==> config.mk <==
export PLATFORM = sky130hd
export DESIGN_NAME = tof_sensor_frame_parser_top
export DESIGN_NICKNAME = d
export VERILOG_FILES = /design/src/design/tsfp_pkg.sv /design/src/design/tsfp_front.sv /design/src/design/tsfp_back.sv /design/src/design/tof_sensor_frame_parser_top.sv
export SDC_FILE = /design/constraint.sdc
export NUM_CORES = 1
export LEC_CHECK = 0
export BUFFER_PORTS_ARGS = -buffer_cell sky130_fd_sc_hd__buf_2
export CORE_MARGIN = 5
export CORE_UTILIZATION = 50
export CTS_CLUSTER_SIZE = 20
export DETAILED_ROUTE_END_ITERATION = 10
export MAX_ROUTING_LAYER = met4
export PLACE_DENSITY = 0.8
export SLEW_MARGIN = 20
export SYNTH_ARGS = -nofsm -noshare
export SYNTH_HDL_FRONTEND = slang
export SYNTH_HIERARCHICAL = 1
export SYNTH_SLANG_ARGS = --single-unit
==> constraint.sdc <==
create_clock -name i_clk -period 7.9 [get_ports i_clk]
set_input_delay 0.79 -clock i_clk [delete_from_list [all_inputs] [get_ports i_clk]]
set_output_delay 0.79 -clock i_clk [all_outputs]
set_load 0.05 [all_outputs]
==> src/design/tsfp_pkg.sv <==
// Package for the distance sensor frame parser.
// Holds frame layout constants and the queue item types; depends on nothing.
`timescale 1ns / 1ps
`default_nettype none

package tsfp_pkg;

    localparam int MAX_LEN_DEF = 30;
    localparam int FRAME_BYTES = 27;
    localparam int SUM_BYTES   = 26;
    localparam int LEN_W       = 5;

    localparam logic [7:0] HDR_BYTE0 = 8'h5A;
    localparam logic [7:0] HDR_BYTE1 = 8'h8E;
    localparam logic [7:0] HDR_BYTE2 = 8'h17;

    typedef enum logic {
        KIND_BYTE = 1'b0,
        KIND_END  = 1'b1
    } t_kind;

    typedef struct packed {
        t_kind      kind;
        logic [7:0] data;
    } t_op;

    typedef struct packed {
        logic valid;
        t_op  op;
    } t_q_head;

endpackage

`default_nettype wire

==> src/design/tsfp_front.sv <==
// Front end of the frame parser: accepts items, classifies them as data byte
// or end of frame, and holds them in a two-entry queue. Uses tsfp_pkg.
`timescale 1ns / 1ps
`default_nettype none

module tsfp_front
    import tsfp_pkg::*;
(
    input  wire logic       i_clk,
    input  wire logic       i_rst_n,
    input  wire logic       i_valid,
    output logic            o_ready,
    input  wire logic       i_mode,
    input  wire logic [7:0] i_rx_byte,
    input  wire logic       i_pop,
    output t_q_head         o_head
);

    t_op        r_q [2];
    logic       r_wr_ptr;
    logic       r_rd_ptr;
    logic [1:0] r_fill;
    logic       push;
    t_op        n_op;

    assign o_ready = (r_fill != 2'd2);
    assign push    = i_valid && o_ready;

    always_comb begin
        n_op.kind = i_mode ? KIND_END : KIND_BYTE;
        n_op.data = i_rx_byte;
    end

    always_ff @(posedge i_clk) begin
        if (!i_rst_n) begin
            r_wr_ptr <= 1'b0;
            r_rd_ptr <= 1'b0;
            r_fill   <= 2'd0;
        end else begin
            if (push) begin
                r_wr_ptr <= ~r_wr_ptr;
            end
            if (i_pop) begin
                r_rd_ptr <= ~r_rd_ptr;
            end
            unique case ({push, i_pop})
                2'b10:   r_fill <= r_fill + 2'd1;
                2'b01:   r_fill <= r_fill - 2'd1;
                default: r_fill <= r_fill;
            endcase
        end
    end

    always_ff @(posedge i_clk) begin
        if (push) begin
            r_q[r_wr_ptr] <= n_op;
        end
    end

    assign o_head.valid = (r_fill != 2'd0);
    assign o_head.op    = r_q[r_rd_ptr];

endmodule

`default_nettype wire

==> src/design/tsfp_back.sv <==
// Back end of the frame parser: byte count, running sum, positional capture,
// frame checks, wrapping counters and the result register. Uses tsfp_pkg.
`timescale 1ns / 1ps
`default_nettype none

module tsfp_back
    import tsfp_pkg::*;
#(
    parameter int MAX_LEN = MAX_LEN_DEF
) (
    input  wire logic            i_clk,
    input  wire logic            i_rst_n,
    input  wire t_q_head         i_head,
    output logic                 o_pop,
    output logic                 o_valid,
    input  wire logic            i_ready,
    output logic                 o_frame_ok,
    output logic [LEN_W-1:0]     o_frame_length,
    output logic                 o_overflow,
    output logic signed [15:0]   o_cal_distance_mm,
    output logic [7:0]           o_confidence,
    output logic [15:0]          o_meas_tof,
    output logic [15:0]          o_meas_peak,
    output logic [23:0]          o_meas_noise,
    output logic [15:0]          o_ref_tof,
    output logic signed [31:0]   o_temperature_centi,
    output logic [31:0]          o_good_frames,
    output logic [31:0]          o_bad_frames
);

    localparam int CNT_W = $clog2(MAX_LEN + 1);

    logic [CNT_W-1:0] r_count;
    logic [7:0]       r_sum;
    logic             r_ovf;
    logic [31:0]      r_good;
    logic [31:0]      r_bad;
    logic [7:0]       r_store [FRAME_BYTES];
    logic             r_out_valid;

    logic             out_free;
    logic             take_byte;
    logic             take_end;
    logic             emit;
    logic             ok;
    logic [31:0]      n_good;
    logic [31:0]      n_bad;

    assign out_free  = !r_out_valid || i_ready;
    assign o_pop     = i_head.valid && (i_head.op.kind == KIND_BYTE || out_free);
    assign take_byte = o_pop && (i_head.op.kind == KIND_BYTE);
    assign take_end  = o_pop && (i_head.op.kind == KIND_END);
    assign emit      = take_end && (r_count != '0);

    assign ok = !r_ovf && (r_count == CNT_W'(FRAME_BYTES))
             && (r_store[0] == HDR_BYTE0) && (r_store[1] == HDR_BYTE1)
             && (r_store[2] == HDR_BYTE2) && (r_store[SUM_BYTES] == r_sum);

    assign n_good = ok ? r_good + 32'd1 : r_good;
    assign n_bad  = ok ? r_bad : r_bad + 32'd1;

    always_ff @(posedge i_clk) begin
        if (!i_rst_n) begin
            r_count     <= '0;
            r_sum       <= 8'd0;
            r_ovf       <= 1'b0;
            r_good      <= 32'd0;
            r_bad       <= 32'd0;
            r_out_valid <= 1'b0;
        end else begin
            if (take_byte) begin
                if (r_count < CNT_W'(MAX_LEN)) begin
                    if (r_count < CNT_W'(SUM_BYTES)) begin
                        r_sum <= r_sum + i_head.op.data;
                    end
                    r_count <= r_count + CNT_W'(1);
                end else begin
                    r_ovf <= 1'b1;
                end
            end
            if (r_out_valid && i_ready) begin
                r_out_valid <= 1'b0;
            end
            if (emit) begin
                r_count     <= '0;
                r_sum       <= 8'd0;
                r_ovf       <= 1'b0;
                r_good      <= n_good;
                r_bad       <= n_bad;
                r_out_valid <= 1'b1;
            end
        end
    end

    // positional capture of the bytes that the checks and fields use
    always_ff @(posedge i_clk) begin
        for (int k = 0; k < FRAME_BYTES; k++) begin
            if (take_byte && (r_count == CNT_W'(k))) begin
                r_store[k] <= i_head.op.data;
            end
        end
    end

    always_ff @(posedge i_clk) begin
        if (emit) begin
            o_frame_ok     <= ok;
            o_frame_length <= r_count[LEN_W-1:0];
            o_overflow     <= r_ovf;
            o_good_frames  <= n_good;
            o_bad_frames   <= n_bad;
            if (ok) begin
                o_cal_distance_mm   <= {r_store[24], r_store[23]};
                o_confidence        <= r_store[25];
                o_meas_tof          <= {r_store[4], r_store[3]};
                o_meas_peak         <= {r_store[6], r_store[5]};
                o_meas_noise        <= {r_store[9], r_store[8], r_store[7]};
                o_ref_tof           <= {r_store[18], r_store[17]};
                o_temperature_centi <= {r_store[22], r_store[21], r_store[20], r_store[19]};
            end else begin
                o_cal_distance_mm   <= 16'sd0;
                o_confidence        <= 8'd0;
                o_meas_tof          <= 16'd0;
                o_meas_peak         <= 16'd0;
                o_meas_noise        <= 24'd0;
                o_ref_tof           <= 16'd0;
                o_temperature_centi <= 32'sd0;
            end
        end
    end

    assign o_valid = r_out_valid;

endmodule

`default_nettype wire

==> src/design/tof_sensor_frame_parser_top.sv <==
// Distance sensor frame parser, top level.
// Instantiates tsfp_front and tsfp_back; uses tsfp_pkg.
//
// Input channel (i_valid/o_ready): one item per handshake, either a received
// byte (i_mode 0, i_rx_byte) or an idle-line event (i_mode 1) ending a frame.
// Output channel (o_valid/i_ready): one result per idle event that closes a
// frame holding at least one byte; an idle event on an empty frame yields none.
// Throughput: one item per cycle while the queue is not full. Each item is
// written into the input queue first; the back end updates frame state in
// the cycle it pops it; a popped idle item sets o_valid and the result fields.
// A stalled receiver holds the result register; bytes keep flowing into the
// frame state, and an idle item waits at the head of the two-entry queue
// until the result register frees. o_ready drops only when that queue fills.
// Reset (i_rst_n low, synchronous) empties the queue, clears byte count, sum,
// overflow mark and both frame counters, and drops o_valid. Bytes past
// MAX_LEN are dropped and flag overflow for that frame.
`timescale 1ns / 1ps
`default_nettype none

module tof_sensor_frame_parser_top
    import tsfp_pkg::*;
#(
    parameter int MAX_LEN = MAX_LEN_DEF
) (
    input  wire logic               i_clk,
    input  wire logic               i_rst_n,
    input  wire logic               i_valid,
    output logic                    o_ready,
    input  wire logic               i_mode,
    input  wire logic [7:0]         i_rx_byte,
    output logic                    o_valid,
    input  wire logic               i_ready,
    output logic                    o_frame_ok,
    output logic [LEN_W-1:0]        o_frame_length,
    output logic                    o_overflow,
    output logic signed [15:0]      o_cal_distance_mm,
    output logic [7:0]              o_confidence,
    output logic [15:0]             o_meas_tof,
    output logic [15:0]             o_meas_peak,
    output logic [23:0]             o_meas_noise,
    output logic [15:0]             o_ref_tof,
    output logic signed [31:0]      o_temperature_centi,
    output logic [31:0]             o_good_frames,
    output logic [31:0]             o_bad_frames
);

    t_q_head head;
    logic    pop;

    tsfp_front u_front (
        .i_clk     (i_clk),
        .i_rst_n   (i_rst_n),
        .i_valid   (i_valid),
        .o_ready   (o_ready),
        .i_mode    (i_mode),
        .i_rx_byte (i_rx_byte),
        .i_pop     (pop),
        .o_head    (head)
    );

    tsfp_back #(
        .MAX_LEN (MAX_LEN)
    ) u_back (
        .i_clk               (i_clk),
        .i_rst_n             (i_rst_n),
        .i_head              (head),
        .o_pop               (pop),
        .o_valid             (o_valid),
        .i_ready             (i_ready),
        .o_frame_ok          (o_frame_ok),
        .o_frame_length      (o_frame_length),
        .o_overflow          (o_overflow),
        .o_cal_distance_mm   (o_cal_distance_mm),
        .o_confidence        (o_confidence),
        .o_meas_tof          (o_meas_tof),
        .o_meas_peak         (o_meas_peak),
        .o_meas_noise        (o_meas_noise),
        .o_ref_tof           (o_ref_tof),
        .o_temperature_centi (o_temperature_centi),
        .o_good_frames       (o_good_frames),
        .o_bad_frames        (o_bad_frames)
    );

    a_pop_needs_item: assert property (@(posedge i_clk) disable iff (!i_rst_n)
        pop |-> head.valid)
        else $error("pop from empty queue");

    a_ok_shape: assert property (@(posedge i_clk) disable iff (!i_rst_n)
        (o_valid && o_frame_ok) |-> (o_frame_length == LEN_W'(FRAME_BYTES)) && !o_overflow)
        else $error("good frame with wrong length or overflow");

    a_bad_zero: assert property (@(posedge i_clk) disable iff (!i_rst_n)
        (o_valid && !o_frame_ok) |-> (o_temperature_centi == 32'sd0)
            && (o_cal_distance_mm == 16'sd0) && (o_meas_noise == 24'd0))
        else $error("bad frame carries field data");

    a_reset_idle: assert property (@(posedge i_clk)
        !i_rst_n |=> !o_valid)
        else $error("result valid after reset");

endmodule

`default_nettype wire
# Word level (Yosys, flattened, before mapping)

Memories as Yosys holds them, arrays and structs flattened. A register that Yosys moved wholly into a read port is not among the register bits.
Cells that the tools add are included.

Register bits after elaboration: 154
Bits in latches: 0
RAM bits: 234
ROM bits: 0
Input port bits: 13
Output and inout bits: 201
Logic and storage cells: 298
Memories: 2

Memory list:

| name           | words | bits a word | read ports | clocked after Yosys merged registers in | write ports | RTL line         | RTL |
|---|---|---|---|---|---|---|---|
| u_back.r_store | 27    | 8           | 20         | 16                                      | 1           | tsfp_back.sv:38  | `logic [7:0] r_store [FRAME_BYTES];` |
| u_front.r_q    | 2     | 9           | 1          | 1                                       | 1           | tsfp_front.sv:19 | `t_op r_q [2];` |

Add/sub/neg operators: 6
Multiply operators: 0
Div/mod/pow operators: 0
$lt $le $gt $ge: 2
Equality and inequality tests: 34
Shifts and indexed selects: 0
Multiplexer cells: 142
Bitwise operators: 5
Reduce and logical (&&, ||, !) cells: 93

Operators by type and width:

| operator                                             | number |
|---|---|
| two-way mux 8 bit                                    | 26 |
| OR reduction 8 bit                                   | 26 |
| two-way mux 5 bit                                    | 26 |
| two-way mux 1 bit                                    | 87 |
| adder 32 x 1 -> 32 bit (second input constant)       | 2 |
| two-way mux 32 bit                                   | 2 |
| equality test 5 bit (second input constant)          | 12 |
| equality test 5 x 4 -> 1 bit (second input constant) | 8 |
| logical AND 1 bit                                    | 38 |
| equality test 5 x 3 -> 1 bit (second input constant) | 4 |
| zero test 1 bit                                      | 18 |
| equality test 5 x 2 -> 1 bit (second input constant) | 2 |
| < comparator 5 bit (second input constant)           | 2 |
| adder 8 bit                                          | 1 |
| equality test 8 x 5 -> 1 bit (second input constant) | 1 |
| equality test 8 x 7 -> 1 bit (second input constant) | 1 |
| equality test 8 bit                                  | 1 |
| equality test 8 bit (second input constant)          | 1 |
| nonzero test 2 bit                                   | 3 |
| adder 5 x 1 -> 5 bit (second input constant)         | 1 |
| equality test 5 x 1 -> 1 bit (second input constant) | 1 |
| zero test 5 bit                                      | 1 |
| inverter 1 bit                                       | 5 |
| nonzero test 5 bit                                   | 1 |
| other kinds (10)                                     | 12 |

# Longest topological paths before layout

Gate-level depths: netlist of the first run.

Word-level depth: 35
Depth in mapped cells: 11
Gate-level depth less buffers: 10

# Cells and area by module

Netlist of the first run, hierarchy kept.

By module, submodules not included:

| module     | instances | cells each | area each (um2) | sequential area each (um2) |
|---|---|---|---|---|
| tsfp_back  | 1         | 1,168      | 16,891.2        | 12,361.9 |
| tsfp_front | 1         | 51         | 874.6           | 640.6 |

# Least setup slack after synthesis of the first run

OpenSTA, ideal clock, no wires.

Path kind: input -> register
Start: input i_ready
End: register u_back.r_good[27]
Setup time: 0.128 ns
Data arrival time: 7.979 ns
Data required time: 7.772 ns
Slack: -0.207 ns
Cell stages on the path: 8
Path buffers: 2
Cell sequence: nor2b_1 > or3_1 > buf_2 > clkinv_2 > clkbuf_1 > nand4_1 > xnor2_1 > nor2_1

Cells in the longest elaborated chain, start to end: 5

Ends and longest elaborated chain:

| element                | RTL line                          | RTL |
|---|---|---|
| start: declaration     | tof_sensor_frame_parser_top.sv:32 | `input wire logic i_ready,` |
| logical OR 1 bit       | tsfp_back.sv:49                   | `assign out_free = !r_out_valid \|\| i_ready;` |
| logical OR 1 bit       | tsfp_back.sv:50                   | `assign o_pop = i_head.valid && (i_head.op.kind == KIND_BYTE \|\| out_free);` |
| logical AND 1 bit      | tsfp_back.sv:50                   |  |
| logical AND 1 bit      | tsfp_back.sv:52                   | `assign take_end = o_pop && (i_head.op.kind == KIND_END);` |
| logical AND 1 bit      | tsfp_back.sv:53                   | `assign emit = take_end && (r_count != '0);` |
| via u_back.emit        | tsfp_back.sv:44                   | `logic emit;` |
| end signal: assignment | tsfp_back.sv:88                   | `r_good <= n_good;` |
| end: declaration       | tsfp_back.sv:36                   | `logic [31:0] r_good;` |

The timed path passes the listed nets, and every way through them passes these cells.
A chain may end at the register's enable or synchronous reset.

# Worst setup path in the final report of the first run

Start: register u_back.r_count[1]
End: register u_back.r_good[23]

Cells in the longest elaborated chain, start to end: 7
Elaborated cells between the ends (all ways): 9
Classes of those cells: eq/ne (1); mux (1); reduce/logical (7)

Ends and longest elaborated chain:

| element                         | RTL line        | RTL |
|---|---|---|
| start: declaration              | tsfp_back.sv:33 | `logic [CNT_W-1:0] r_count;` |
| start signal: assignment        | tsfp_back.sv:76 | `r_count <= r_count + CNT_W'(1);` |
| equality test 5 bit             | tsfp_back.sv:55 | `assign ok = !r_ovf && (r_count == CNT_W'(FRAME_BYTES))` |
| logical AND 1 bit               | tsfp_back.sv:55 |  |
| logical AND 1 bit (2 in series) | tsfp_back.sv:56 | `&& (r_store[0] == HDR_BYTE0) && (r_store[1] == HDR_BYTE1)` |
| logical AND 1 bit (2 in series) | tsfp_back.sv:57 | `&& (r_store[2] == HDR_BYTE2) && (r_store[SUM_BYTES] == r_sum);` |
| two-way mux 32 bit              | tsfp_back.sv:59 | `assign n_good = ok ? r_good + 32'd1 : r_good;` |

Parallel ways exist; a longest one is shown, timed or not.

==> results of run 1 <==
through the flow:
stage	power (mW)	area [um^2]	hold WS [ns]	setup slack, ns
6_report	5.77	20800	0.425	3.86
2_1_floorplan	3.45	17800	0.409	3.03
3_3_place_gp	3.64	19200	0.472	4.07
3_5_place_dp	3.66	19200	0.482	3.86
4_1_cts	5.81	20800	0.401	3.85
5_1_grt	5.99	20800	0.397	3.51
how the worst min path moves through the flow:
| stage | from | endpoint | slack, ns | depth (start not counted) |
|---|---|---|---|---|
| floorplan | u_back/r_count[3]$_SDFFE_PP0P_ | u_back/o_frame_length[3]$_DFFE_PP_ | 0.41 | 0 |
| global route | i_rx_byte[5] | u_front/r_q[0][5]$_DFFE_PP_ | 0.40 | 1 |
| finish | i_rx_byte[5] | u_front/r_q[0][5]$_DFFE_PP_ | 0.42 | 1 |
| CTS | i_rx_byte[4] | u_front/r_q[0][4]$_DFFE_PP_ | 0.40 | 1 |
| global placement | u_back/r_ovf$_SDFFE_PP0P_ | u_back/o_overflow$_DFFE_PP_ | 0.47 | 0 |
| detailed placement | u_back/r_ovf$_SDFFE_PP0P_ | u_back/o_overflow$_DFFE_PP_ | 0.48 | 0 |
area by class of cell:
| class | count | area share, % |
|---|---|---|
| clock inverters | 22 | 1.26 |
| inverters | 14 | 0.301 |
| multi-input cells | 692 | 21.5 |
| repair buffers | 219 | 5.35 |
| well taps | 461 | 2.78 |
| clock buffers | 63 | 6.10 |
| flip-flops and latches | 461 | 62.7 |
| diodes | 1 | 0.0121 |
cells in the mapped netlist, types with 3 or more instances:
library cell  number
o21ai_0           13
xnor2_1           83
nor2b_1            4
ha_1              14
or4_1              4
and3_1            19
a21oi_1           17
edfxtp_1         377
clkbuf_1          29
inv_1             10
mux2i_1            5
dfxtp_1           84
nor4bb_1           3
mux2_2            10
or3_1             13
nor4_1            10
inv_2              3
buf_4              3
nand2_1           58
nor2_1            91
and4_1             3
nand2b_1           6
and4b_1            3
nand3_1           42
nand4_1           33
nor4b_1            3
and2_1           153
buf_2             18
o31ai_1            3
nor3_1            24
xor2_1            48
metal layers:
| layer | vias up | GRT usage (%) | wire length, um |
|---|---|---|---|
| li1 | 4797 | - | - |
| met4 | 0 | 5.37 | 785 |
| met3 | 48 | 3.30 | 2060 |
| met1 | 4932 | 23.6 | 14900 |
| met5 | - | - | 0 |
| met2 | 296 | 30.3 | 17900 |
cells in the final DEF, fill, tap and decap left out, drive strengths merged, types with 14 or more instances in the layout:
cell    instances
a21oi          17
and2          154
and3           21
buf           219
clkbuf         63
dfxtp          84
edfxtp        377
ha             14
inv            19
nand2          58
nand3          43
nand4          33
nor2           91
nor3           27
xnor2          83
xor2           48
logic make-up after synthesis:
group	after synthesis	synth area share, %
AO/OA/AOI/OAI	47	1.59
XOR/XNOR	131	6.46
adder cells (fa/ha/maj)	15	1.10
buffers and inverters	66	1.68
flip-flops	461	73.2
multiplexers	15	0.916
AND/OR/NAND/NOR	484	15.1
report_power, final:
part | internal [mW] | switching (mW)
logic | 0.169 | 0.554
clock network | 1.27 | 0.891
registers | 2.83 | 0.0579
flip-flops by register name, indices dropped and copies added (netlist names), 5 cells and up, named ones only:
register                    cells
u_back/o_temperature_centi     32
u_back/r_good                  32
u_back/o_ref_tof               16
u_back/o_meas_tof              16
u_back/r_sum                    8
u_back/r_bad                   32
u_front/r_q                    18
u_back/o_confidence             8
u_back/o_good_frames           32
u_back/r_count                  5
u_back/r_store                160
u_back/o_bad_frames            32
u_back/o_meas_peak             16
u_back/o_cal_distance_mm       16
u_back/o_frame_length           5
u_back/o_meas_noise            24
worst max-delay path, cell delays in order, from the launching register on:
cell     delay (ns)
dfxtp_1        0.48
inv_1          0.15
ha_1           0.26
nor4b_1        0.18
or3_1          0.59
inv_8          0.60
buf_4          0.71
nand2_1        0.34
or4_1          0.47
a21oi_1        0.15
==> qor.txt, run 1 <==
RePlAce Congestion: 0.822
via count: 10100
layout cells sized above 1: 21.4%
Crit path required time: 8.38 ns
final wirelength: 35700 um
GRT Util Overall: 18.3%
post-synthesis sequential area ratio: 73.2%
RSZ-0062 raised after global routing: no
Total Nets Final: 1462
DP HPWL: 22500 um
Worst Hold Class: input port to register
Mapped Cells: 1219
outcome: finished, final reports clean
CTS tree: yes
count of final setup violators: 0
reg-to-reg critical path endpoint: u_back/r_good[23]$_SDFFE_PN0P_
Post-Syn Area: 0.0178 mm^2
Die H: 199 um
WS Path Type: register to register
fin cells: 1933
Boundary Pins: 214
Crit. Startpoint: u_back/r_count[1]$_SDFFE_PP0P_
share of the synthesized area in the top cell type: 63.7%
IO Port Bufs: 213
R2R cell count: 9
max_slew headroom: 35.7%
post_cts resized: 0
library cells used by synthesis: 56
placed cell count: 1847
CTS Hold Buffers Added: 0
area leader, netlist: edfxtp_1
area of the multi-input gates: 0.00447 mm^2
Site Rows: 69
leakage power: 7.67 nW
Worst-Margin Slew: 0.965 ns
Yosys reg bits: 461
Avg Inst Size Synth: 14.6 um^2
Reg clk slew, reported paths: 0.06 ns
initial core utilization: 50.3%
DRC: 0
Die X: 199 um
clk_lat worst skew: 0.56 ns
DRT antenna net count: 0
Setup TNS: 0 ns
Setup crit end: u_back/r_good[23]$_SDFFE_PN0P_
Reg area: 0.0130 mm^2
async set-or-reset flop fraction in the synthesized netlist: 0%
fin crit share: 51.2%
Maximum Capacitance Violations: 0
total CTS buffers: 46
first-pass GRT wire length: 55300 um
DIE AREA: 0.0394 mm^2
area added between synthesis and finish: 16.8%
final core utilization: 58.8%
Avg WL per Cell: 18.5 um
Data arrival, critical path: 4.53 ns
Hold Fails Final Rpt: 0
Worst IR Drop VDD: 0.168 mV
largest cells by area after synthesis: edfxtp_1 64%, dfxtp_1 9.5%, and2_1 5.4%
Clk Tree Root Cell: clkbuf_16
Synthesized Nets: 1247
Main synth FF type: edfxtp_1
Clock Tree Buf Depth: 3
setup bufs post-CTS: 0
final setup skew: 0.0137 ns
critical path launch point type: register
Power per Cell Area: 278 mW/mm^2
largest net degree at the start of global routing: 131
Clock Sinks: 461
min Tclk post-route: 4.04 ns
CP Max Fanout: 106
worst reg-to-reg setup slack: 3.86 ns
Post-synth EDFFs: 377
H-tree depth: 2
core box area: 0.0353 mm^2
yosys warns: 6
Starting DRT DRC Count: 791
total gr overflow: 0
vias in the first global route: 9886
First-pass DRT Iterations: 5
fmax: 247 MHz
crit end category: register
initial antenna violation count: 1
RR Startpoint: u_back/r_count[1]$_SDFFE_PP0P_
Layout fillers: 2624
routed vias/inst: 5.21
Max Transition Viols Final: 0
Power figures use the tool's default switching activity.
==> run 2: changes to the inputs <==
--- a/config.mk
+++ b/config.mk
@@ -5,13 +5,14 @@
 export SDC_FILE = /design/constraint.sdc
 export NUM_CORES = 1
 export LEC_CHECK = 0
+export ABC_AREA = 1
 export BUFFER_PORTS_ARGS = -buffer_cell sky130_fd_sc_hd__buf_2
 export CORE_MARGIN = 5
 export CORE_UTILIZATION = 50
 export CTS_CLUSTER_SIZE = 20
 export DETAILED_ROUTE_END_ITERATION = 10
 export MAX_ROUTING_LAYER = met4
-export PLACE_DENSITY = 0.8
+export PLACE_DENSITY = 0.79
 export SLEW_MARGIN = 20
 export SYNTH_ARGS = -nofsm -noshare
 export SYNTH_HDL_FRONTEND = slang
==> constraint.sdc (replaced) <==
create_clock -name i_clk -period 3.5 [get_ports i_clk]
set_input_delay 0.35 -clock i_clk [delete_from_list [all_inputs] [get_ports i_clk]]
set_output_delay 0.35 -clock i_clk [all_outputs]
set_load 0.05 [all_outputs]
==> run 2 against run 1 <==
Effect of this change:
- total power rose to 2.5 times the previous value
- non-clock buffer count rose by 14
- critical path type unchanged
- synthesized area up 10%
- sequential share of layout area fell by 5.1 points
- global-route usage rose by 2.3 points
- combinational power increased to 4.2 times the previous value
==> qor.txt, run 2 <==
H-tree depth: 2
Worst Hold End: u_front/r_wr_ptr$_SDFFE_PN0P_
share of the synthesized area in the top cell type: 57.8%
count of final setup violators: 0
Clock Tree Buf Depth: 3
Clock Sinks: 461
first-pass GRT wire length: 69700 um
RR Startpoint: u_back/r_count[1]$_SDFFE_PP0P_
CP max stage delay: 0.49 ns
Crit path required time: 3.90 ns
Yosys reg bits: 461
final setup skew: 0.0215 ns
outcome: finished, final reports clean
Post-synth top cells: 597 x nand2_1, 377 x edfxtp_1, 290 x nor2_1
total gr overflow: 0
core box area: 0.0387 mm^2
Top Family by Delay on Critical Path: simple AND/OR/NAND/NOR gates
Reg clk slew, reported paths: 0.06 ns
Worst IR Drop VDD: 0.357 mV
max reg flops: 160
post_cts resized: 0
RSZ-0062 raised after global routing: no
Mapped Cells: 1939
area leader, netlist: edfxtp_1
critical path launch point type: register
routed vias/inst: 4.96
vias in the first global route: 13000
slowest stage cell, crit path: buf_4
clk_lat worst skew: 0.58 ns
Avg WL per Cell: 16.0 um
count leader, synth: nand2_1
most frequent CP cell: nor2_1
leakage power: 9.57 nW
largest cells by area after synthesis: edfxtp_1 58%, nand2_1 11%, dfxtp_1 8.6%
largest net degree at the start of global routing: 141
Layout fillers: 3132
Max Transition Viols Final: 0
Boundary Pins: 214
R2R cell count: 8
worst reg-to-reg setup slack: 0.94 ns
Die H: 208 um
most frequent cells in the layout: 597 x nand2_1, 377 x edfxtp_1, 290 x nor2_1
DIE AREA: 0.0432 mm^2
First-pass DRT Iterations: 5
IO Port Bufs: 213
Site Rows: 72
crit end category: register
initial antenna violation count: 0
Hold Crit Start: i_rst_n
Post-Syn Area: 0.0196 mm^2
Hold Fails Final Rpt: 0
hold depth: 3
DRT antenna net count: 0
WS Path Type: register to register
total CTS buffers: 45
initial core utilization: 50.6%
yosys warns: 6
final core utilization: 58.3%
most common cell after layout, fill and taps aside: nand2_1
Total Nets Final: 2203
reg-to-reg critical path endpoint: u_back/o_meas_tof[12]$_SDFFCE_PN0P_
Data arrival, critical path: 2.96 ns
max_slew headroom: 45.6%
Worst Path Buf+Inv: 1
fmax: 391 MHz
setup bufs post-CTS: 0
RePlAce Congestion: 0.943
area added between synthesis and finish: 15.4%
Post-synth EDFFs: 377
Maximum Capacitance Violations: 0
area of the multi-input gates: 0.00528 mm^2
post-synthesis sequential area ratio: 66.4%
Worst-Margin Slew: 0.816 ns
critical-path cell list: ha_1 > nand3_1 > nor2_1 > nand2_1 > nor2_2 > nand2_4 > buf_4 > nor2_1
CTS tree: yes
min Tclk post-route: 2.56 ns
final wirelength: 43600 um
DRC: 0
Power per Cell Area: 645 mW/mm^2
fin crit share: 73.0%
final hold slack: 0.0736 ns
Main synth FF type: edfxtp_1
placed cell count: 2637
DP HPWL: 29100 um
Clk Tree Root Cell: clkbuf_16
fin cells: 2727
async set-or-reset flop fraction in the synthesized netlist: 0%
Largest Register: u_back/r_store
Die X: 208 um
GRT Util Overall: 20.6%
CP Max Fanout: 64
Starting DRT DRC Count: 1052
library cells used by synthesis: 34
Synthesized Nets: 1967
Reg area: 0.0130 mm^2
Avg Inst Size Synth: 10.1 um^2
Worst Hold Class: input port to register
layout cells sized above 1: 15.6%
via count: 13500
-- run 2: cell families after synthesis --
group / Yosys count / synth area share, %
buffers and inverters: 308 / 6.80
muxes: 9 / 0.690
and+or+nand+nor: 1085 / 23.1
xor gates and xnor gates: 20 / 0.894
AOI/OAI and AO/OA: 41 / 1.14
adders and majority gates: 15 / 0.997
DFF: 461 / 66.4
-- run 2: power breakdown --
group / internal, mW / switching (mW) / total (mW)
Clock: 2.59 / 1.96 / 4.54
Sequential: 6.71 / 0.248 / 6.96
Combinational: 0.651 / 2.42 / 3.07
-- run 2: timing repair --
item,CTS,global route
endpoints found under the hold margin,18,0
setup endpoints to repair,0,0
hold buffers,9,0
-- run 2: worst reg2reg max path, stage by stage, from the launching register on --
cell and delay [ns]:
dfxtp_1 0.45, ha_1 0.35, nand3_1 0.12, nor2_1 0.10
nand2_1 0.07, nor2_2 0.18, nand2_4 0.44, buf_4 0.50
nor2_1 0.18
-- run 2: stage by stage --
stage | power (mW) | area (um^2) | setup TNS, ns | setup slack (ns)
final | 14.6 | 22600 | 0 | 0.944
after global routing | 15.2 | 22600 | 0 | 0.715
after CTS | 14.7 | 22600 | 0 | 0.949
after detailed placement | 10.2 | 21100 | 0 | 0.975
after global placement | 10.1 | 21100 | 0 | 1.06
after floorplan | 9.34 | 19600 | -768.52 | -3.12
-- run 2: cell type report --
class / instances / area share, %
diodes: 1 / 0.0111
flip-flops and latches: 461 / 57.5
clock buffers: 64 / 5.56
repair buffers: 233 / 5.65
clock inverters: 16 / 0.631
well taps: 518 / 2.87
inverters: 264 / 4.40
multi-input cells: 1170 / 23.4
-- run 2: how the worst max path moves through the flow --
stage	from	endpoint	cells after the start	slack (ns)
after floorplan	register	u_back/r_good[13]$_SDFFE_PN0P_	10	-3.12
after global placement	u_back/r_count[0]$_SDFFE_PP0P_	u_back/o_temperature_centi[22]$_SDFFCE_PN0P_	8	1.06
after detailed placement	u_back/r_count[1]$_SDFFE_PP0P_	u_back/o_meas_tof[12]$_SDFFCE_PN0P_	8	0.97
after CTS	u_back/r_count[1]$_SDFFE_PP0P_	u_back/o_meas_tof[12]$_SDFFCE_PN0P_	8	0.95
after global routing	u_back/r_count[1]$_SDFFE_PP0P_	u_back/o_meas_peak[9]$_SDFFCE_PN0P_	8	0.72
final	u_back/r_count[1]$_SDFFE_PP0P_	u_back/o_meas_tof[12]$_SDFFCE_PN0P_	8	0.94
-- run 2: layer usage --
metal	wire length, um	track usage, %	vias to the layer above
met1	18500	27.0	6348
met5	0	-	-
met3	2900	3.99	86
li1	-	-	6666
met2	21100	33.3	435
met4	1110	5.62	0
==> run 3: changes to the inputs <==
--- a/config.mk
+++ b/config.mk
@@ -5,14 +5,14 @@
 export SDC_FILE = /design/constraint.sdc
 export NUM_CORES = 1
 export LEC_CHECK = 0
-export ABC_AREA = 1
+export ABC_AREA = 0
 export BUFFER_PORTS_ARGS = -buffer_cell sky130_fd_sc_hd__buf_2
 export CORE_MARGIN = 5
 export CORE_UTILIZATION = 50
 export CTS_CLUSTER_SIZE = 20
 export DETAILED_ROUTE_END_ITERATION = 10
 export MAX_ROUTING_LAYER = met4
-export PLACE_DENSITY = 0.79
+export PLACE_DENSITY = 0.77
 export SLEW_MARGIN = 20
 export SYNTH_ARGS = -nofsm -noshare
 export SYNTH_HDL_FRONTEND = slang
==> constraint.sdc (replaced) <==
create_clock -name i_clk -period 2.5 [get_ports i_clk]
set_input_delay 0.25 -clock i_clk [delete_from_list [all_inputs] [get_ports i_clk]]
set_output_delay 0.25 -clock i_clk [all_outputs]
set_load 0.05 [all_outputs]
==> run 3 against run 2 <==
Effect of this change:
- critical path depth grew 1
- total power grew 25%
- sequential share of layout area grew 3.6 points
- worst hold slack lost 0.030 ns
- setup slack lost 0.87 ns
- non-clock buffer count grew 41
- clock power grew 45%
- register-to-register slack lost 0.87 ns
- via count shrank 24%
- die area shrank 8.9%
- fmax grew 5.6%
==> qor.txt, run 3 (same netlist as run 1, synthesis figures left out) <==
Setup WS post-layout: 0.0788 ns
Reg clk slew, reported paths: 0.06 ns
routed vias/inst: 5.17
Boundary Pins: 214
critical path launch point type: register
setup bufs post-CTS: 0
Avg WL per Cell: 18.2 um
Worst Hold Class: input port to register
DRT antenna net count: 0
GRT Util Overall: 18.4%
Setup TNS: 0 ns
Worst-Margin Slew: 0.652 ns
Maximum Capacitance Violations: 0
Die X: 199 um
Net Switching: 4.73 mW
first-pass GRT wire length: 55300 um
slowest stage cell, crit path: mux2_2
final setup skew: 0.0113 ns
outcome: finished, final reports clean
total CTS buffers: 45
min Tclk post-route: 2.42 ns
Clock Tree Buf Depth: 3
Worst Path Buf+Inv: 1
max_slew headroom: 56.5%
DIE AREA: 0.0394 mm^2
count of final setup violators: 0
DRC: 0
layout cells sized above 1: 24.3%
Clock Sinks: 461
Power per Cell Area: 854 mW/mm^2
Total Nets Final: 1516
area added between synthesis and finish: 19.8%
core box area: 0.0353 mm^2
Switching Fraction: 26.0%
final core utilization: 60.3%
crit end category: register
via count: 10300
CP Max Fanout: 5
Antenna Cells: 0
Clk Tree Root Cell: clkbuf_16
initial core utilization: 50.3%
CP max stage delay: 0.38 ns
Die H: 199 um
Data arrival, critical path: 2.89 ns
vias in the first global route: 9957
initial antenna violation count: 0
critical-path cell list: buf_4 > mux2_2 > ha_4 > nand3_1 > o211ai_1 > o41ai_2 > xor2_1 > or3_1 > a21oi_1
DP HPWL: 23200 um
most common cell after layout, fill and taps aside: edfxtp_1
Worst IR Drop VDD: 0.565 mV
most frequent cells in the layout: 377 x edfxtp_1, 213 x buf_2, 152 x and2_1
WS Path Type: register to register
post-layout instance area: 0.0213 mm^2
Largest Register: u_back/r_store
leakage power: 7.96 nW
fin crit share: 96.8%
RSZ-0062 raised after global routing: yes
total gr overflow: 0
CTS tree: yes
max reg flops: 160
total chip power: 18.2 mW
Setup WS pre-CTS: -0.0527 ns
final hold slack: 0.0438 ns
clk_lat worst skew: 0.55 ns
First-pass DRT Iterations: 5
IO Port Bufs: 213
H-tree depth: 2
final wirelength: 36200 um
combinational share of power: 13.8%
Power Internal: 13.5 mW
Clk pwr share: 36.1%
largest net degree at the start of global routing: 116
fmax: 413 MHz
Seq pwr share: 50.1%
placed cell count: 1892
Starting DRT DRC Count: 801
Max Transition Viols Final: 0
Hold Fails Final Rpt: 0
RePlAce Congestion: 0.872
Crit path required time: 2.97 ns
DP Area: 0.0196 mm^2
fin cells: 1985
Site Rows: 69
Top Family by Delay on Critical Path: compound AO/OA/AOI/OAI gates
## run 3: cell types whose count changed in the layout (fill, tap and decap cells not counted), sizes merged, moves of 13 or more
cell,previous run,this run
nand2,604,58
inv,265,17
nand4,20,33
or3,0,13
xnor2,8,83
xor2,12,48
and2,18,154
and3,0,21
nand3b,24,1
nand3,91,43
nor2,320,91
nor3,7,27
buf,224,264
## run 3: layout make-up
cell class                 instances  area [um^2]
fill                            2637        14000
sequential                       461        13000
multi-input combinational        692         4530
timing repair buffer             274         1670
clock buffer                      56         1170
tap                              461          577
clock inverter                    27          274
inverter                          14         67.6
## run 3: routing by layer
layer | global-route usage, % | part of all wire (%) | vias up | wire, um
li1 | - | - | 4920 | -
met1 | 24.6 | 43 | 5029 | 15600
met2 | 29.9 | 50 | 265 | 17900
met3 | 2.83 | 5.1 | 56 | 1850
met4 | 5.17 | 2.3 | 0 | 843
met5 | - | 0 | - | 0
## run 3: worst register-to-register path: cells and delay by family (launching register included)
kind / cells / cell delay, ns
and+or+nand+nor: 2 / 0.41
DFF: 1 / 0.37
buffers and inverters: 1 / 0.15
xor gates and xnor gates: 1 / 0.12
muxes: 1 / 0.38
AOI/OAI and AO/OA: 3 / 0.65
adders and majority gates: 1 / 0.27
## run 3: power by group through the flow
stage | clock (mW) | sequential, mW | combinational, mW
2_1_floorplan | 0 | 9.81 | 1.05
3_3_place_gp | 0 | 9.25 | 2.41
3_5_place_dp | 0 | 9.26 | 2.46
4_1_cts | 6.71 | 9.10 | 2.49
5_1_grt | 7.07 | 9.13 | 2.68
6_report | 6.57 | 9.10 | 2.51
## run 3: timing repair
action / in CTS / in global routing
hold buffers: 9 / 0
hold endpoints to repair: 18 / 0
gates cloned: 0 / 1
gates resized for setup: 1 / 19
setup endpoints to repair: 1 / 170
pin swaps: 0 / 3
## run 3: final timing paths
path | startpoint | to | slack (ns) | cells past startpoint
hold reg to reg | u_back/r_ovf$_SDFFE_PP0P_ | u_back/o_overflow$_DFFE_PP_ | 0.50 | 0
setup / recovery | register | u_back/r_sum[7]$_SDFFE_PP0P_ | 0.08 | 9
hold / removal | i_valid | u_front/r_wr_ptr$_SDFFE_PN0P_ | 0.04 | 3
setup reg to reg | register | u_back/r_sum[7]$_SDFFE_PP0P_ | 0.08 | 9
